## src/rsi_fifo.sv

```systemverilog
// Small register queue used between the pipeline sections and at the output.
// Depends on nothing but its parameters.
module rsi_fifo #(
  parameter int WIDTH = 8,
  parameter int DEPTH = 4
) (
  input  logic             clk,
  input  logic             rst,
  input  logic             push,
  input  logic [WIDTH-1:0] push_data,
  output logic             full,
  input  logic             pop,
  output logic [WIDTH-1:0] pop_data,
  output logic             empty
);

  localparam int AW = (DEPTH > 1) ? $clog2(DEPTH) : 1;
  localparam int CW = $clog2(DEPTH + 1);

  logic [WIDTH-1:0] slots [DEPTH];
  logic [AW-1:0]    wr_ptr;
  logic [AW-1:0]    rd_ptr;
  logic [CW-1:0]    count;
  logic             do_push;
  logic             do_pop;

  assign do_push  = push && !full;
  assign do_pop   = pop && !empty;
  assign full     = (count == CW'(DEPTH));
  assign empty    = (count == '0);
  assign pop_data = slots[rd_ptr];

  // Storage is written at the tail only.
  always_ff @(posedge clk) begin
    if (do_push) begin
      slots[wr_ptr] <= push_data;
    end
  end

  // Pointers wrap at the depth; the count tracks occupancy.
  always_ff @(posedge clk) begin
    if (rst) begin
      wr_ptr <= '0;
      rd_ptr <= '0;
      count  <= '0;
    end else begin
      if (do_push) begin
        wr_ptr <= (wr_ptr == AW'(DEPTH - 1)) ? '0 : wr_ptr + 1'b1;
      end
      if (do_pop) begin
        rd_ptr <= (rd_ptr == AW'(DEPTH - 1)) ? '0 : rd_ptr + 1'b1;
      end
      case ({do_push, do_pop})
        2'b10:   count <= count + 1'b1;
        2'b01:   count <= count - 1'b1;
        default: count <= count;
      endcase
    end
  end

endmodule

```

## config.mk

```make
export PLATFORM = sky130hd
export DESIGN_NAME = rsi_fifo
export DESIGN_NICKNAME = d
export VERILOG_FILES = /design/src/rsi_fifo.sv
export SDC_FILE = /design/constraint.sdc
export NUM_CORES = 1
export LEC_CHECK = 0
export ABC_AREA = 1
export BUFFER_PORTS_ARGS = -buffer_cell sky130_fd_sc_hd__buf_2
export CAP_MARGIN = 20
export CORE_MARGIN = 2
export CORE_UTILIZATION = 40
export CTS_CLUSTER_SIZE = 8
export DETAILED_ROUTE_END_ITERATION = 7
export PLACE_DENSITY_LB_ADDON = 0.2
export SYNTH_ARGS = -nofsm -noshare
export SYNTH_HDL_FRONTEND = slang
export SYNTH_SLANG_ARGS = --single-unit
export TNS_END_PERCENT = 100
```

## constraint.sdc

```tcl
create_clock -name clk -period 2.43 [get_ports clk]
set_clock_uncertainty 0.15 [all_clocks]
set_input_delay 0.1215 -clock clk [delete_from_list [all_inputs] [get_ports clk]]
set_output_delay 0.1215 -clock clk [all_outputs]
set_load 0.005 [all_outputs]
```

# Word-level counts from Yosys, hierarchy flattened
# Memory sizes are Yosys's and may differ from the RTL's. A register that Yosys moved wholly into a read port is not among the register bits.
# Index checks and enable logic that the tools add are counted.
# op_classes
reduce_logical	6
addsub	4
eq_ne	5
n_mux	7
# op_table
cell	n
$mux 2	4
$eq 2x2->1 const B	3
$pmux 3 s2	1
$add 2x1->2 const B	2
$add 3x1->3 const B	1
$eq 3x3->1 const B	1
$logic_not 3->1	1
$sub 3x1->3 const B	1
$eq 2x1->1 const B	1
$logic_and 1x1->1	2
$logic_not 1->1	2
$mux 1	2
$reduce_bool 2->1	1
# totals
register_bits	7
wordCells	26
n_memories	1
in_bits	12
out_inout_bits	10
mem_bits_rw	32
# mem_list
name	words	word_bits	read_ports	rd_clocked_by_memory_dff	write_ports	line	rtl
slots	4	8	1	1	1	20	logic [WIDTH-1:0] slots [DEPTH];

# Longest topological paths before layout
# logic_depth
depth_word	5
depth_mapped	13
depth_no_buf	13

# Worst setup path before layout
# No wires, ideal clock.
# synth_timing
path_type	flip-flop to flip-flop
startpoint	register count[1]
endpoint	register count[2]
t_arrival_ns	1.512
slack_ns	0.658
stages_incl_launch_ff	13
required_time_ns	2.170
setup_time_ns	0.110
n_path_buf	0
path_cell_list	dfxtp_1 > nor2_1 > nand2_2 > nand2_2 > ha_1 > inv_1 > fa_1 > inv_1 > nand2_1 > nand3_1 > nand2_1 > inv_1 > nor2_1
# synth_between
elab_chain_len	5
# synth_rtl
element	line	rtl
from (decl)	23	logic [CW-1:0] count;
from (signal assigned)	54	2'b10: count <= count + 1'b1;
from (signal assigned)	55	2'b01: count <= count - 1'b1;
from (signal assigned)	56	default: count <= count;
$eq 3x3->1 / $logic_not 3->1 (equally long branches)	29, 30	
$logic_not 1->1, on equally long branches	27, 28	
$logic_and 1x1->1, on equally long branches	27, 28	
$eq 2x1->1 / $eq 2x2->1 (equally long branches)	53	case ({do_push, do_pop})
$pmux 3 s2 / $reduce_bool 2->1 (equally long branches)	-	
# Several ways; a longest one is shown, not always the timed one.
# A chain may end at the register's enable or synchronous reset.

# Worst setup path in the final report
# layout_timing
startpoint	register count[2]
endpoint	register count[2]
# layout_between
elab_chain_len	5
# layout_rtl
element	line	rtl
$logic_not 3->1 *	30	assign empty = (count == '0);
$logic_not 1->1 *	28	assign do_pop = pop && !empty;
$logic_and 1x1->1 *	28	
via do_pop	25	logic do_pop;
$eq 2x1->1 / $eq 2x2->1 (equally long branches)	53	
$pmux 3 s2 / $reduce_bool 2->1 (equally long branches)	-	
# The timed path passes the listed nets; every way through them passes the cells marked *.

==> flow_metrics.py <==
metrics = {
    "final_layout": {
        "finalNetCount": 207,
        "syn_to_final_growth_pct": 21.97,
        "diodes": 0,
        "layout_common_cells": "32 x edfxtp_1, 28 x nor2_1, 21 x buf_2",
        "layout-drive-gt1-share": 0.2169,
        "final_common_cell": "edfxtp_1",
        "multi_input_area_um2": 464.2,
        "nFillCells": 365,
        "register_area_um2": 1141,
    },
    "synthesis": {
        "syn_area_um2": 1703,
        "synth_top_cell_by_area": "edfxtp_1",
        "ys_warn_count": 0,
        "ys_seq_area_frac": 0.6701,
        "synth_fp_nets": 167,
        "syn_avg_cell_area_um2": 11.51,
        "ys_ff_latch": 41,
        "synth_top_area_frac": 0.5643,
        "synth_area_leaders": "edfxtp_1 56%, dfxtp_1 11%, nor2_1 6.2%",
        "ys_types": 19,
        "syn_inst": 148,
    },
    "die": {
        "rows": 23,
        "coreArea_um2": 4058,
        "start_util": 0.4197,
        "die_x_um": 69.25,
        "io_pins": 22,
        "dieHeight_um": 69.25,
        "dieArea_um2": 4795,
    },
    "routing": {
        "drt_first_iter_violations": 54,
        "routedWlPerCell_um": 13.03,
        "wl_um": 3114,
        "via_per_inst": 4.770,
        "vias": 1140,
        "drtPass1Iterations": 4,
        "drc": 0,
        "ant_nets": 0,
    },
    "grt": {
        "antenna_found_initial": 0,
        "grt_pass1_vias": 1179,
        "grt_max_degree": 18,
        "grt_use_total": 0.1411,
        "overflow": 0,
        "grt_pass1_wl_um": 5133,
    },
    "clock_network": {
        "h-tree-depth": 2,
        "clkSlewWorstSetupHoldPaths_ns": 0.07,
        "cts_made_buffers": 5,
        "cts_resized": 0,
        "clk_latency_ns": 0.29,
        "cts_tree": "yes",
        "cts.root.buffer_cell": "clkbuf_8",
        "clockBufferDepth": 2,
        "clock_sinks": 41,
    },
    "power": {
        "power_frac_clock": 0.237,
        "p_total_mw": 2.003,
        "p_per_area_nw_per_um2": 964.4,
        "seq_power_share": 0.457,
        "power_switching_mw": 0.6391,
        "internal_power_mw": 1.364,
        "ir_worst_vdd_mv": 0.4529,
        "combPwrFrac": 0.306,
        "leakage_nw": 0.8524,
        "p_sw_frac": 0.3191,
    },
    "timing": {
        "max_freq_ghz": 0.5214,
        "setup_viol": 0,
        "relSlewSlack": 0.7188,
        "fin_tns_setup_ns": 0,
        "post-route-min-period_ns": 1.918,
        "finalHoldViolCount": 0,
        "rsz0062_at_grt": "no",
        "finalMaxSlewViolations": 0,
        "finalCritPeriodShare": 0.7892,
        "worst-slew-pin-transition_ns": 0.4202,
    },
    "worst_setup_path": {
        "critPathKind": "reg2reg",
        "worst_setup_path_end_kind": "flop",
        "cp_max_fo": 4,
        "crit_required_ns": 2.47,
        "ff2ff_path_depth": 13,
        "critPathArrivalTime_ns": 1.96,
        "startpoint_type": "flop",
    },
    "outcome": {
        "status": "finished clean",
    },
    "job": {
        "cap_viol_max_count": 0,
    },
    "min_path": {
        "hold_class": "in2reg",
        "hold_depth": 4,
    },
    "placement": {
        "numPortBuffers": 21,
        "place.gp.congestion": 0.7115,
        "dpl.hpwl_um": 2089,
    },
}
-- logic make-up (layout without fill, tap and decap cells) --
logic type                 after synthesis  in the layout  synth area share
and+or+nand+nor                         48             48            0.1183
DFF                                     41             41            0.6701
AOI/OAI and AO/OA                       30             30           0.09846
buffers and inverters                   22             63           0.05731
adders and majority gates                7              7           0.05584
-- critical path, stage by stage (launching register included) --
cell and delay [ns]:
dfxtp_1 0.38, inv_1 0.07, nand2_1 0.13, nand2_1 0.11, inv_1 0.08, ha_1 0.16, inv_1 0.06, fa_1 0.38
inv_1 0.06, nand2_1 0.06, nand3_1 0.06, nand2_1 0.05, inv_1 0.04, nor2_1 0.03
-- path summary, 6_finish.rpt --
path,slack [ns],to,startpoint
hold / removal,0.0009,wr_ptr[0]$_SDFFE_PP0P_,rst
setup / recovery,0.51,count[2]$_SDFFE_PP0P_,count[2]$_SDFFE_PP0P_
hold reg to reg,0.38,rd_ptr[1]$_SDFFE_PP0P_,rd_ptr[1]$_SDFFE_PP0P_
setup reg to reg,0.51,count[2]$_SDFFE_PP0P_,count[2]$_SDFFE_PP0P_
-- power by group through the flow --
stage	Combinational [mW]	Sequential, mW	Clock, mW
after floorplan	0.406	0.921	0
after global placement	0.592	0.926	0
after detailed placement	0.610	0.930	0
after CTS	0.623	0.914	0.490
after global routing	0.704	0.927	0.520
final	0.613	0.914	0.475
-- Yosys cell counts --
master and number:
inv_2 1, nor2_1 28, nor2_2 2, o21ai_0 14
ha_1 6, nand4_1 1, o22ai_1 8, o21ai_2 2
inv_1 19, fa_1 1, edfxtp_1 32, nand3b_1 2
o21ai_1 2, nand3_1 1, buf_6 2, nand2_1 12
dfxtp_1 9, nand2_2 2, a21oi_1 4
-- state kept, by name (all words and copies together), names as in the netlist, named ones only --
signal,flops
slots,32
count,3
rd_ptr,2
wr_ptr,2
-- layout make-up --
type / instances / area share
tap: 50 / 0.03012
clock inverter: 1 / 0.002410
clock buffer: 7 / 0.04639
inverter: 20 / 0.03614
sequential: 41 / 0.5494
multi-input combinational: 85 / 0.2235
timing repair buffer: 35 / 0.1120
-- metrics by stage --
| step | setup WS, ns | util | hold WS, ns | std cells | area [um^2] |
|---|---|---|---|---|---|
| after floorplan | 0.6585 | - | 0.07037 | 148 | 1703 |
| after global placement | 0.5829 | 0.4647 | 0.1848 | 222 | 1886 |
| after detailed placement | 0.5448 | 0.4647 | 0.1931 | 222 | 1886 |
| after CTS | 0.5286 | 0.5119 | 0.002860 | 239 | 2077 |
| after global routing | 0.3371 | 0.5119 | 0.02874 | 239 | 2077 |
| final | 0.5122 | 0.5119 | 0.0009474 | 239 | 2077 |
-- routing by layer --
layer  wire [um]  global-route usage
met5           0                   0
met3         124             0.05087
met1        1341              0.1397
met4          42             0.06536
met2        1605              0.2596
-- timing repair --
item,4_1_cts,5_1_grt
endpoints found under the setup margin,0,0
setup buffers,0,0
endpoints found under the hold margin,33,0
hold buffers,9,0
Note: power is estimated with default switching activity, not from simulation.
